[src/rtl/core/dtg_pkg.sv]
// Shared types, constants and table functions for the DTMF tone generator.
package dtg_pkg;

    localparam int PHASE_PER_HZ_W  = 22;
    localparam int TONE_SAMPLES_W  = 16;
    localparam int PAUSE_SAMPLES_W = 16;
    localparam int AMPLITUDE_W     = 15;
    localparam int CFG_DATA_W      = 22;
    localparam int CFG_ADDR_W      = 2;
    localparam int KEY_W           = 8;
    localparam int SAMPLE_W        = 16;
    localparam int FREQ_W          = 11;
    localparam int SINE_MAG_W      = 15;

    localparam int SINE_TABLE_BITS_DEF = 10;
    localparam int PHASE_BITS_DEF      = 32;
    localparam int COUNT_BITS_DEF      = 16;

    localparam logic [PHASE_PER_HZ_W-1:0]  PHASE_PER_HZ_RST  = 22'd536871;
    localparam logic [TONE_SAMPLES_W-1:0]  TONE_SAMPLES_RST  = 16'd800;
    localparam logic [PAUSE_SAMPLES_W-1:0] PAUSE_SAMPLES_RST = 16'd400;
    localparam logic [AMPLITUDE_W-1:0]     AMPLITUDE_RST     = 15'd16384;

    localparam logic [SINE_MAG_W-1:0] SINE_PEAK = 15'h7FFF;

    // row tones
    localparam logic [FREQ_W-1:0] FREQ_ROW0 = 11'd697;
    localparam logic [FREQ_W-1:0] FREQ_ROW1 = 11'd770;
    localparam logic [FREQ_W-1:0] FREQ_ROW2 = 11'd852;
    localparam logic [FREQ_W-1:0] FREQ_ROW3 = 11'd941;
    // column tones
    localparam logic [FREQ_W-1:0] FREQ_COL0 = 11'd1209;
    localparam logic [FREQ_W-1:0] FREQ_COL1 = 11'd1336;
    localparam logic [FREQ_W-1:0] FREQ_COL2 = 11'd1477;

    localparam logic CMD_TICK = 1'b0;
    localparam logic CMD_KEY  = 1'b1;

    typedef enum logic [CFG_ADDR_W-1:0] {
        CFG_PHASE_PER_HZ  = 2'd0,
        CFG_TONE_SAMPLES  = 2'd1,
        CFG_PAUSE_SAMPLES = 2'd2,
        CFG_AMPLITUDE     = 2'd3
    } cfg_index_t;

    typedef struct packed {
        logic [PHASE_PER_HZ_W-1:0]  phase_per_hz;
        logic [TONE_SAMPLES_W-1:0]  tone_samples;
        logic [PAUSE_SAMPLES_W-1:0] pause_samples;
        logic [AMPLITUDE_W-1:0]     amplitude;
    } cfg_t;

    typedef struct packed {
        logic              valid;
        logic [FREQ_W-1:0] low_freq;
        logic [FREQ_W-1:0] high_freq;
    } key_freq_t;

    // Polynomial coefficients of the quarter sine, Q30
    localparam logic [63:0] C1  = 64'd1686629713;
    localparam logic [63:0] C3  = 64'd693598669;
    localparam logic [63:0] C5  = 64'd85569306;
    localparam logic [63:0] C7  = 64'd5026994;
    localparam logic [63:0] C9  = 64'd172272;
    localparam logic [63:0] C11 = 64'd3864;

    // sin(pi/2 * r / 2^qbits) in Q15, evaluated at elaboration for table entries
    function automatic logic [SINE_MAG_W-1:0] quarter_sine(input int unsigned r,
                                                           input int unsigned qbits);
        logic [63:0] u;
        logic [63:0] u2;
        logic [63:0] p;
        logic [63:0] s;
        u  = 64'(r) << (30 - qbits);
        u2 = (u * u) >> 30;
        p  = C11;
        p  = C9 - ((u2 * p) >> 30);
        p  = C7 - ((u2 * p) >> 30);
        p  = C5 - ((u2 * p) >> 30);
        p  = C3 - ((u2 * p) >> 30);
        p  = C1 - ((u2 * p) >> 30);
        s  = (u * p) >> 30;
        s  = (s + 64'd16384) >> 15;
        if (s > 64'd32767)
        begin
            s = 64'd32767;
        end
        return s[SINE_MAG_W-1:0];
    endfunction

    function automatic key_freq_t key_decode(input logic [KEY_W-1:0] key);
        key_freq_t kf;
        kf.valid     = 1'b1;
        kf.low_freq  = FREQ_ROW0;
        kf.high_freq = FREQ_COL0;
        unique case (key)
            8'h31: begin kf.low_freq = FREQ_ROW0; kf.high_freq = FREQ_COL0; end
            8'h32: begin kf.low_freq = FREQ_ROW0; kf.high_freq = FREQ_COL1; end
            8'h33: begin kf.low_freq = FREQ_ROW0; kf.high_freq = FREQ_COL2; end
            8'h34: begin kf.low_freq = FREQ_ROW1; kf.high_freq = FREQ_COL0; end
            8'h35: begin kf.low_freq = FREQ_ROW1; kf.high_freq = FREQ_COL1; end
            8'h36: begin kf.low_freq = FREQ_ROW1; kf.high_freq = FREQ_COL2; end
            8'h37: begin kf.low_freq = FREQ_ROW2; kf.high_freq = FREQ_COL0; end
            8'h38: begin kf.low_freq = FREQ_ROW2; kf.high_freq = FREQ_COL1; end
            8'h39: begin kf.low_freq = FREQ_ROW2; kf.high_freq = FREQ_COL2; end
            8'h2A: begin kf.low_freq = FREQ_ROW3; kf.high_freq = FREQ_COL0; end
            8'h30: begin kf.low_freq = FREQ_ROW3; kf.high_freq = FREQ_COL1; end
            8'h23: begin kf.low_freq = FREQ_ROW3; kf.high_freq = FREQ_COL2; end
            default: kf.valid = 1'b0;
        endcase
        return kf;
    endfunction

endpackage

[src/rtl/core/dtg_sine_rom.sv]
// Sine lookup: quarter-wave constant table with mirroring and sign for the other quarters.
module dtg_sine_rom
    import dtg_pkg::*;
#(
    parameter int TABLE_BITS = SINE_TABLE_BITS_DEF
)
(
    input  logic [TABLE_BITS-1:0]      idx,
    output logic signed [SAMPLE_W-1:0] value
);

    localparam int QB    = TABLE_BITS - 2;
    localparam int QSIZE = 1 << QB;

    logic [SINE_MAG_W-1:0] qtab [QSIZE];
    logic [1:0]            quad;
    logic [QB-1:0]         r;
    logic [QB-1:0]         ridx;
    logic [SINE_MAG_W-1:0] mag;

    for (genvar i = 0; i < QSIZE; i++)
    begin : g_tab
        assign qtab[i] = quarter_sine(i, QB);
    end

    assign quad = idx[TABLE_BITS-1 -: 2];
    assign r    = idx[QB-1:0];

    // mirror odd quarters; the peak entry lies one past the table
    always_comb
    begin
        ridx = quad[0] ? (QB'(0) - r) : r;
        if (quad[0] && (r == '0))
        begin
            mag = SINE_PEAK;
        end
        else
        begin
            mag = qtab[ridx];
        end
        if (quad[1])
        begin
            value = SAMPLE_W'(0) - SAMPLE_W'(mag);
        end
        else
        begin
            value = SAMPLE_W'(mag);
        end
    end

endmodule

[src/rtl/core/dtg_cfg_regs.sv]
// Configuration register file with reset values.
module dtg_cfg_regs
    import dtg_pkg::*;
(
    input  logic                  clk,
    input  logic                  rst_n,
    input  logic                  cfg_we,
    input  logic [CFG_ADDR_W-1:0] cfg_addr,
    input  logic [CFG_DATA_W-1:0] cfg_wdata,
    output cfg_t                  cfg
);

    cfg_t cfg_reg;
    cfg_t cfg_next;

    always_comb
    begin
        cfg_next = cfg_reg;
        if (cfg_we)
        begin
            unique case (cfg_index_t'(cfg_addr))
                CFG_PHASE_PER_HZ:  cfg_next.phase_per_hz  = cfg_wdata[PHASE_PER_HZ_W-1:0];
                CFG_TONE_SAMPLES:  cfg_next.tone_samples  = cfg_wdata[TONE_SAMPLES_W-1:0];
                CFG_PAUSE_SAMPLES: cfg_next.pause_samples = cfg_wdata[PAUSE_SAMPLES_W-1:0];
                CFG_AMPLITUDE:     cfg_next.amplitude     = cfg_wdata[AMPLITUDE_W-1:0];
                default:           cfg_next = cfg_reg;
            endcase
        end
    end

    always_ff @(posedge clk or negedge rst_n)
    begin
        if (!rst_n)
        begin
            cfg_reg.phase_per_hz  <= PHASE_PER_HZ_RST;
            cfg_reg.tone_samples  <= TONE_SAMPLES_RST;
            cfg_reg.pause_samples <= PAUSE_SAMPLES_RST;
            cfg_reg.amplitude     <= AMPLITUDE_RST;
        end
        else
        begin
            cfg_reg <= cfg_next;
        end
    end

    assign cfg = cfg_reg;

endmodule

[src/rtl/core/dtg_core.sv]
// Input register, tone/pause sequencing, dual sine synthesis and result register.
module dtg_core
    import dtg_pkg::*;
#(
    parameter int SINE_TABLE_BITS = SINE_TABLE_BITS_DEF,
    parameter int PHASE_BITS      = PHASE_BITS_DEF,
    parameter int COUNT_BITS      = COUNT_BITS_DEF
)
(
    input  logic                clk,
    input  logic                rst_n,
    input  cfg_t                cfg,
    input  logic                in_valid,
    output logic                in_ready,
    input  logic                in_cmd,
    input  logic [KEY_W-1:0]    in_key,
    output logic                out_valid,
    input  logic                out_ready,
    output logic [SAMPLE_W-1:0] out_sample,
    output logic                out_tone_on,
    output logic                out_last
);

    localparam int CW = (COUNT_BITS + 1 > TONE_SAMPLES_W + 1) ? COUNT_BITS + 1
                                                              : TONE_SAMPLES_W + 1;
    localparam int EW = (PHASE_BITS > PHASE_PER_HZ_W + FREQ_W) ? PHASE_BITS
                                                               : PHASE_PER_HZ_W + FREQ_W;
    localparam logic [CW-1:0] COUNT_MAX = CW'((64'd1 << COUNT_BITS) - 64'd1);

    // input stage
    logic               in_valid_reg, in_valid_next;
    logic               in_cmd_reg;
    logic [KEY_W-1:0]   in_key_reg;

    // tone state
    logic                  busy_reg, busy_next;
    logic                  in_pause_reg, in_pause_next;
    logic [COUNT_BITS-1:0] count_reg, count_next;
    logic [PHASE_BITS-1:0] low_phase_reg, low_phase_next;
    logic [PHASE_BITS-1:0] high_phase_reg, high_phase_next;
    logic [PHASE_BITS-1:0] low_step_reg, low_step_next;
    logic [PHASE_BITS-1:0] high_step_reg, high_step_next;

    // result stage
    logic                out_valid_reg, out_valid_next;
    logic [SAMPLE_W-1:0] out_sample_reg, out_sample_next;
    logic                out_tone_reg, out_tone_next;
    logic                out_last_reg, out_last_next;

    logic out_free;
    logic is_tick;
    logic process;
    logic tick_fire;

    key_freq_t                   kf;
    logic [EW-1:0]               low_prod;
    logic [EW-1:0]               high_prod;
    logic signed [SAMPLE_W-1:0]  low_sin;
    logic signed [SAMPLE_W-1:0]  high_sin;
    logic signed [SAMPLE_W:0]    sum;
    logic [SAMPLE_W:0]           mag;
    logic [31:0]                 scaled;
    logic [SAMPLE_W-1:0]         vmag;
    logic [SAMPLE_W-1:0]         tone_sample;
    logic [CW-1:0]               count_inc;
    logic                        tone_end;
    logic                        pause_end;

    assign out_free  = !out_valid_reg || out_ready;
    assign is_tick   = (in_cmd_reg == CMD_TICK);
    assign process   = in_valid_reg && (!is_tick || out_free);
    assign tick_fire = process && is_tick;
    assign in_ready  = !in_valid_reg || process;

    dtg_sine_rom #(.TABLE_BITS(SINE_TABLE_BITS)) u_low_rom
    (
        .idx   (low_phase_reg[PHASE_BITS-1 -: SINE_TABLE_BITS]),
        .value (low_sin)
    );

    dtg_sine_rom #(.TABLE_BITS(SINE_TABLE_BITS)) u_high_rom
    (
        .idx   (high_phase_reg[PHASE_BITS-1 -: SINE_TABLE_BITS]),
        .value (high_sin)
    );

    // sample = sign * trunc(|lo + hi| * amplitude / 2^16)
    always_comb
    begin
        sum         = (SAMPLE_W+1)'(low_sin) + (SAMPLE_W+1)'(high_sin);
        mag         = sum[SAMPLE_W] ? ((SAMPLE_W+1)'(0) - sum) : sum;
        scaled      = 32'(mag) * 32'(cfg.amplitude);
        vmag        = scaled[31:16];
        tone_sample = sum[SAMPLE_W] ? (SAMPLE_W'(0) - vmag) : vmag;
    end

    assign kf        = key_decode(in_key_reg);
    assign low_prod  = EW'(kf.low_freq) * EW'(cfg.phase_per_hz);
    assign high_prod = EW'(kf.high_freq) * EW'(cfg.phase_per_hz);

    assign count_inc = CW'(count_reg) + CW'(1);
    assign tone_end  = (count_inc >= CW'(cfg.tone_samples)) || (count_inc >= COUNT_MAX);
    assign pause_end = (count_inc >= CW'(cfg.pause_samples)) || (count_inc >= COUNT_MAX);

    always_comb
    begin
        in_valid_next = in_valid_reg;
        if (in_ready)
        begin
            in_valid_next = in_valid;
        end
    end

    always_comb
    begin
        busy_next       = busy_reg;
        in_pause_next   = in_pause_reg;
        count_next      = count_reg;
        low_phase_next  = low_phase_reg;
        high_phase_next = high_phase_reg;
        low_step_next   = low_step_reg;
        high_step_next  = high_step_reg;
        out_sample_next = out_sample_reg;
        out_tone_next   = out_tone_reg;
        out_last_next   = out_last_reg;
        out_valid_next  = out_valid_reg;

        if (out_ready)
        begin
            out_valid_next = 1'b0;
        end

        if (process && !is_tick)
        begin
            // start a tone; drop keys while busy, invalid keys and empty tones
            if (!busy_reg && (cfg.tone_samples != '0) && kf.valid)
            begin
                low_step_next   = low_prod[PHASE_BITS-1:0];
                high_step_next  = high_prod[PHASE_BITS-1:0];
                low_phase_next  = '0;
                high_phase_next = '0;
                count_next      = '0;
                in_pause_next   = 1'b0;
                busy_next       = 1'b1;
            end
        end

        if (tick_fire)
        begin
            out_valid_next  = 1'b1;
            out_sample_next = '0;
            out_tone_next   = 1'b0;
            out_last_next   = 1'b0;
            if (busy_reg && !in_pause_reg)
            begin
                out_sample_next = tone_sample;
                out_tone_next   = 1'b1;
                low_phase_next  = low_phase_reg + low_step_reg;
                high_phase_next = high_phase_reg + high_step_reg;
                if (tone_end)
                begin
                    count_next = '0;
                    if (cfg.pause_samples == '0)
                    begin
                        out_last_next = 1'b1;
                        busy_next     = 1'b0;
                    end
                    else
                    begin
                        in_pause_next = 1'b1;
                    end
                end
                else
                begin
                    count_next = count_inc[COUNT_BITS-1:0];
                end
            end
            else if (busy_reg)
            begin
                if (pause_end)
                begin
                    out_last_next = 1'b1;
                    busy_next     = 1'b0;
                    in_pause_next = 1'b0;
                    count_next    = '0;
                end
                else
                begin
                    count_next = count_inc[COUNT_BITS-1:0];
                end
            end
        end
    end

    always_ff @(posedge clk or negedge rst_n)
    begin
        if (!rst_n)
        begin
            in_valid_reg   <= 1'b0;
            busy_reg       <= 1'b0;
            in_pause_reg   <= 1'b0;
            count_reg      <= '0;
            low_phase_reg  <= '0;
            high_phase_reg <= '0;
            low_step_reg   <= '0;
            high_step_reg  <= '0;
            out_valid_reg  <= 1'b0;
        end
        else
        begin
            in_valid_reg   <= in_valid_next;
            busy_reg       <= busy_next;
            in_pause_reg   <= in_pause_next;
            count_reg      <= count_next;
            low_phase_reg  <= low_phase_next;
            high_phase_reg <= high_phase_next;
            low_step_reg   <= low_step_next;
            high_step_reg  <= high_step_next;
            out_valid_reg  <= out_valid_next;
        end
    end

    always_ff @(posedge clk)
    begin
        if (in_valid && in_ready)
        begin
            in_cmd_reg <= in_cmd;
            in_key_reg <= in_key;
        end
        out_sample_reg <= out_sample_next;
        out_tone_reg   <= out_tone_next;
        out_last_reg   <= out_last_next;
    end

    assign out_valid   = out_valid_reg;
    assign out_sample  = out_sample_reg;
    assign out_tone_on = out_tone_reg;
    assign out_last    = out_last_reg;

endmodule

[src/rtl/core/dtmf_tone_generator_top.sv]
// Top level of the DTMF dual-tone generator.
//
//  group   | dir | transaction carries
//  --------+-----+---------------------------------------------------------
//  s_axis  | in  | tdata = key_code[7:0]; tuser = cmd (0 tick, 1 key)
//  m_axis  | out | tdata = sample[15:0]; tuser = tone_on; tlast = last
//  cfg     | in  | cfg_we, cfg_addr (register index), cfg_wdata (22 bits)
//
// One transaction per cycle on the input while no tick waits on a full result
// register; a tick result passes the input register, then the result register,
// before it is presented.
// Key transactions update the tone state and produce no output transaction.
// A tick waiting in the input register holds while the result register is full
// and not being taken; s_tready drops only then.
// Reset clears the valid flags and tone state and loads register defaults.
module dtmf_tone_generator_top
    import dtg_pkg::*;
#(
    parameter int SINE_TABLE_BITS = SINE_TABLE_BITS_DEF,
    parameter int PHASE_BITS      = PHASE_BITS_DEF,
    parameter int COUNT_BITS      = COUNT_BITS_DEF
)
(
    input  logic                  clk,
    input  logic                  rst_n,
    input  logic                  s_tvalid,
    output logic                  s_tready,
    input  logic [KEY_W-1:0]      s_tdata,   // [7:0] key_code
    input  logic [0:0]            s_tuser,   // [0] cmd
    output logic                  m_tvalid,
    input  logic                  m_tready,
    output logic [SAMPLE_W-1:0]   m_tdata,   // [15:0] sample
    output logic [0:0]            m_tuser,   // [0] tone_on
    output logic                  m_tlast,
    input  logic                  cfg_we,
    input  logic [CFG_ADDR_W-1:0] cfg_addr,
    input  logic [CFG_DATA_W-1:0] cfg_wdata
);

    cfg_t cfg;

    dtg_cfg_regs u_cfg
    (
        .clk       (clk),
        .rst_n     (rst_n),
        .cfg_we    (cfg_we),
        .cfg_addr  (cfg_addr),
        .cfg_wdata (cfg_wdata),
        .cfg       (cfg)
    );

    dtg_core #(
        .SINE_TABLE_BITS (SINE_TABLE_BITS),
        .PHASE_BITS      (PHASE_BITS),
        .COUNT_BITS      (COUNT_BITS)
    ) u_core
    (
        .clk         (clk),
        .rst_n       (rst_n),
        .cfg         (cfg),
        .in_valid    (s_tvalid),
        .in_ready    (s_tready),
        .in_cmd      (s_tuser[0]),
        .in_key      (s_tdata),
        .out_valid   (m_tvalid),
        .out_ready   (m_tready),
        .out_sample  (m_tdata),
        .out_tone_on (m_tuser[0]),
        .out_last    (m_tlast)
    );

    // silent samples (idle or pause) carry zero
    a_silent_zero: assert property (@(posedge clk) disable iff (!rst_n)
        (m_tvalid && !m_tuser[0]) |-> (m_tdata == '0))
        else $error("silent sample is not zero");

    // input back-pressure only while the result register is blocked
    a_ready_when_free: assert property (@(posedge clk) disable iff (!rst_n)
        !s_tready |-> (m_tvalid && !m_tready))
        else $error("input stalled with free result register");

    // a stalled result is replaced only after it is taken
    a_result_hold: assert property (@(posedge clk) disable iff (!rst_n)
        (m_tvalid && !m_tready) |=> (m_tvalid && $stable(m_tdata) && $stable(m_tlast)))
        else $error("result changed while stalled");

endmodule
[config.mk]
export PLATFORM = sky130hd
export DESIGN_NAME = dtmf_tone_generator_top
export DESIGN_NICKNAME = d
export VERILOG_FILES = /design/src/rtl/core/dtg_pkg.sv /design/src/rtl/core/dtg_sine_rom.sv /design/src/rtl/core/dtg_cfg_regs.sv /design/src/rtl/core/dtg_core.sv /design/src/rtl/core/dtmf_tone_generator_top.sv
export SDC_FILE = /design/constraint.sdc
export NUM_CORES = 2
export LEC_CHECK = 0
export BUFFER_PORTS_ARGS = -buffer_cell sky130_fd_sc_hd__buf_2
export CORE_MARGIN = 2
export CORE_UTILIZATION = 64
export CTS_CLUSTER_SIZE = 14
export DETAILED_ROUTE_END_ITERATION = 6
export HOLD_SLACK_MARGIN = 0.05
export MAX_ROUTING_LAYER = met4
export PLACE_DENSITY = 0.81
export SKIP_CTS_REPAIR_TIMING = 1
export SYNTH_ARGS = -nofsm -noshare
export SYNTH_HDL_FRONTEND = slang
export SYNTH_SLANG_ARGS = --single-unit
[constraint.sdc]
create_clock -name clk -period 15.15 [get_ports clk]
set_input_delay 0 -clock clk [delete_from_list [all_inputs] [get_ports clk]]
set_output_delay 0 -clock clk [all_outputs]
set_load 0.02 [all_outputs]
==> out/results.tsv <==
stage	metric	value	unit
clocking	root_buffer_selected_by_cts	clkbuf_16	
yosys	synth-warning-count	0	
yosys	synth.most_common_cell	inv_1	
sta	worst_hold_margin	0.0927	ns
drt	detailedRoute.firstPassIterationCount	7	
clocking	cts.clk_slew.worst_paths	0.06	ns
sta	final.setup_skew	0.0219	ns
sta	timing_limited_maximum_frequency	68.4	MHz
setup_path	crit_path_max_fanout	15	
sta	relative_slew_slack	20.2	%
die	floorplan.die.height	273	um
yosys	postSynthCellCount	5594	
outcome	violations	design-rule violations	
outcome	outcome	finished, violations left	
yosys	synthesis.area	46300	um^2
run	max-cap-violations	0	
setup_path	worst_ep_required_time	15.50	ns
drt	postRouteWirelength	162	mm
finish	largest_reg_flops	69	
yosys	synth.ff_latch_count	244	
grt	grt_remaining_overflow	0	
placed_design	io_buffers	57	
clocking	largest_buffer_count_on_any_clock_path	3	
clocking	cts.sink_count	244	
sta	final_period_minus_worst_setup_slack	14.62	ns
worst_hold_path	hp-class	in2reg	
finish	layout.cells.non_filler	6484	
setup_path	r2r-end	u_core.out_sample[12]	
die	initial_core_util	64.7	%
yosys	synth-edff-count	27	
placed_design	hpwl_dp	123	mm
drt	vias	43800	
yosys	syn-num-nets	6538	
yosys	synth_ff_type	dfrtp_1	
grt	maximum_number_of_pins_on_one_net_before_global_route_repair	164	
setup_path	source_of_the_worst_register_to_register_timing_path	u_core.high_phase_reg[23]	
die	rows	98	
yosys	synth_largest_area_cell	fa_1	
sta	min_period_over_period	96.5	%
yosys	yosysSeqAreaShare	13.5	%
placed_design	place.detailed.instances	6384	
clocking	clock_tree_from_tritoncts	done	
drt	postRouteAntennaNets	0	
sta	setup_violators_final	0	
sta	final-hold-violation-count	0	
drt	viasPerCell	6.76	
finish	design.final.nets	6445	
yosys	ys_types	99	
yosys	post_synth.cell_area_avg	8.28	um^2
setup_path	worst_path_largest_cell_delay	0.61	ns
placed_design	gp_routability_congestion	1.07	
setup_path	worstSetupStartpointType	flop	
drt	routedWlPerCell	25.0	um
setup_path	critPathMostFrequentCell	fa_1	
setup_path	cpMaxStageDelayCell	o31ai_1	
finish	layout.core_utilization	68.5	%
grt	global_route_wire_length_before_repair	252	mm
finish	flow.area_growth_from_synthesis	6.00	%
clocking	cts-buffers-inserted	29	
die	num_io_pins	58	
finish	drive_above_1_share	8.07	%
yosys	asyncSetResetFlopFracSynth	88.9	%
sta	max_slew.worst_pin.slew	1.20	ns
die	die_w	273	um
setup_path	timing_worst_setup_path_type	reg2reg	
die	coreArea	71600	um^2
clocking	clkLatencyLatePin	0.62	ns
grt	via_count_of_the_first_global_routing_pass	43900	
setup_path	r2r.worst_path.cells	49	
setup_path	cp_data_arrival_time	14.98	ns
yosys	synth_top_area_share	21.1	%
grt	global_route.usage.total	44.6	%
grt	antenna_found_initial	6	
worst_hold_path	worstHoldStart	cfg_addr[0]	
drt	detail_route.drc_violations	5	
drt	drt_iter0_markers	5247	
worst_hold_path	hold-path-endpoint	u_cfg.cfg[48]	
yosys	synth_top_cells_by_area	fa_1 21%, ha_1 11%, dfrtp_1 11%	
worst_hold_path	worst_hold_stages	4	
sta	maxSlewViolCount	0	
yosys	ys_top_cells_by_count	627 x inv_1, 489 x fa_1, 485 x nand2_1	
die	design.die.area	74500	um^2
setup_path	endpoint_kind	flop	
clocking	cts_htree_levels	1	
setup_path	ff2ff_setup_slack	0.53	ns
## worst max path at each step
stage | from | endpoint | slack, ns | cells past startpoint
after detailed placement | u_core.high_phase_reg[23] | u_core.out_sample[12] | 0.39 | 48
after floorplan | u_core.high_phase_reg[22] | u_core.out_sample[12] | 1.31 | 56
after global routing | u_core.high_phase_reg[23] | u_core.out_sample[15] | -0.03 | 48
after global placement | u_core.high_phase_reg[23] | u_core.out_sample[12] | 0.61 | 47
final | u_core.high_phase_reg[23] | u_core.out_sample[12] | 0.53 | 49
after CTS | u_core.high_phase_reg[23] | u_core.out_sample[12] | 0.32 | 48
## cell families (layout without fill, tap and decap cells)
kind of cell	count (synthesis)	in the layout	synth area share, %
AOI/OAI and AO/OA	1402	1402	19.8
xor gates and xnor gates	227	227	4.42
adders and majority gates	907	907	32.4
buffers and inverters	995	925	8.23
DFF	244	244	13.5
muxes	128	128	3.24
other	0	10	0
and+or+nand+nor	1691	1691	18.3
## critical path: cells and delay by family, from the launching register on
family                   cells  cell delay, ns
AO/OA/AOI/OAI               15            3.84
AND/OR/NAND/NOR             14            3.84
buffers and inverters        7            1.20
XOR/XNOR                     3            0.47
flip-flops                   1            0.35
adder cells (fa/ha/maj)     10            4.62
## metal layers
metal  vias to the layer above  global-route usage, %  wire [um]
met1                     21300                   53.8      59800
met2                      2614                   70.2      75600
met5                         -                      -          0
met4                         0                   26.5      11600
li1                      19200                      -          -
met3                       726                   7.69      15100
## layout make-up
class                      count  area, um^2
timing repair buffer         238        1810
inverter                     633        2380
sequential                   244        6260
clock inverter                15         129
tap                          950        1190
multi-input combinational   4355       36500
fill                        5641       22500
antenna                       10        25.0
clock buffer                  39         817
## cell usage in the layout (no fill, tap or decap), drive strengths merged, types with 23 or more instances in the layout
master	instances
nor2b	40
nand2	485
o311ai	29
a211oi	63
inv	632
nor2	275
dfrtp	202
nand2b	55
ha	417
a211o	23
and3	24
a221oi	35
o21a	33
a311oi	32
o22ai	35
mux2	86
nor4	28
dlygate4sd3	35
a31oi	80
o31ai	43
o221ai	23
a21o	69
o211ai	80
nand3	155
or3	33
a21oi	309
o21ai	365
buf	203
edfxtp	27
clkbuf	39
and2	356
xor2	100
or2	29
nand4	31
nor3	110
fa	489
xnor2	125
mux2i	33
## per-stage QoR
step / instance area (um^2) / setup TNS (ns) / setup WS, ns
finish: 49100 / 0 / 0.529
global route: 49100 / -0.0299 / -0.0299
global placement: 47700 / 0 / 0.612
CTS: 48600 / 0 / 0.324
floorplan: 46300 / 0 / 1.31
detailed placement: 47700 / 0 / 0.388
Power is not shown: default switching activity piles up to over one toggle a cycle in this logic, so the estimate is an artifact.
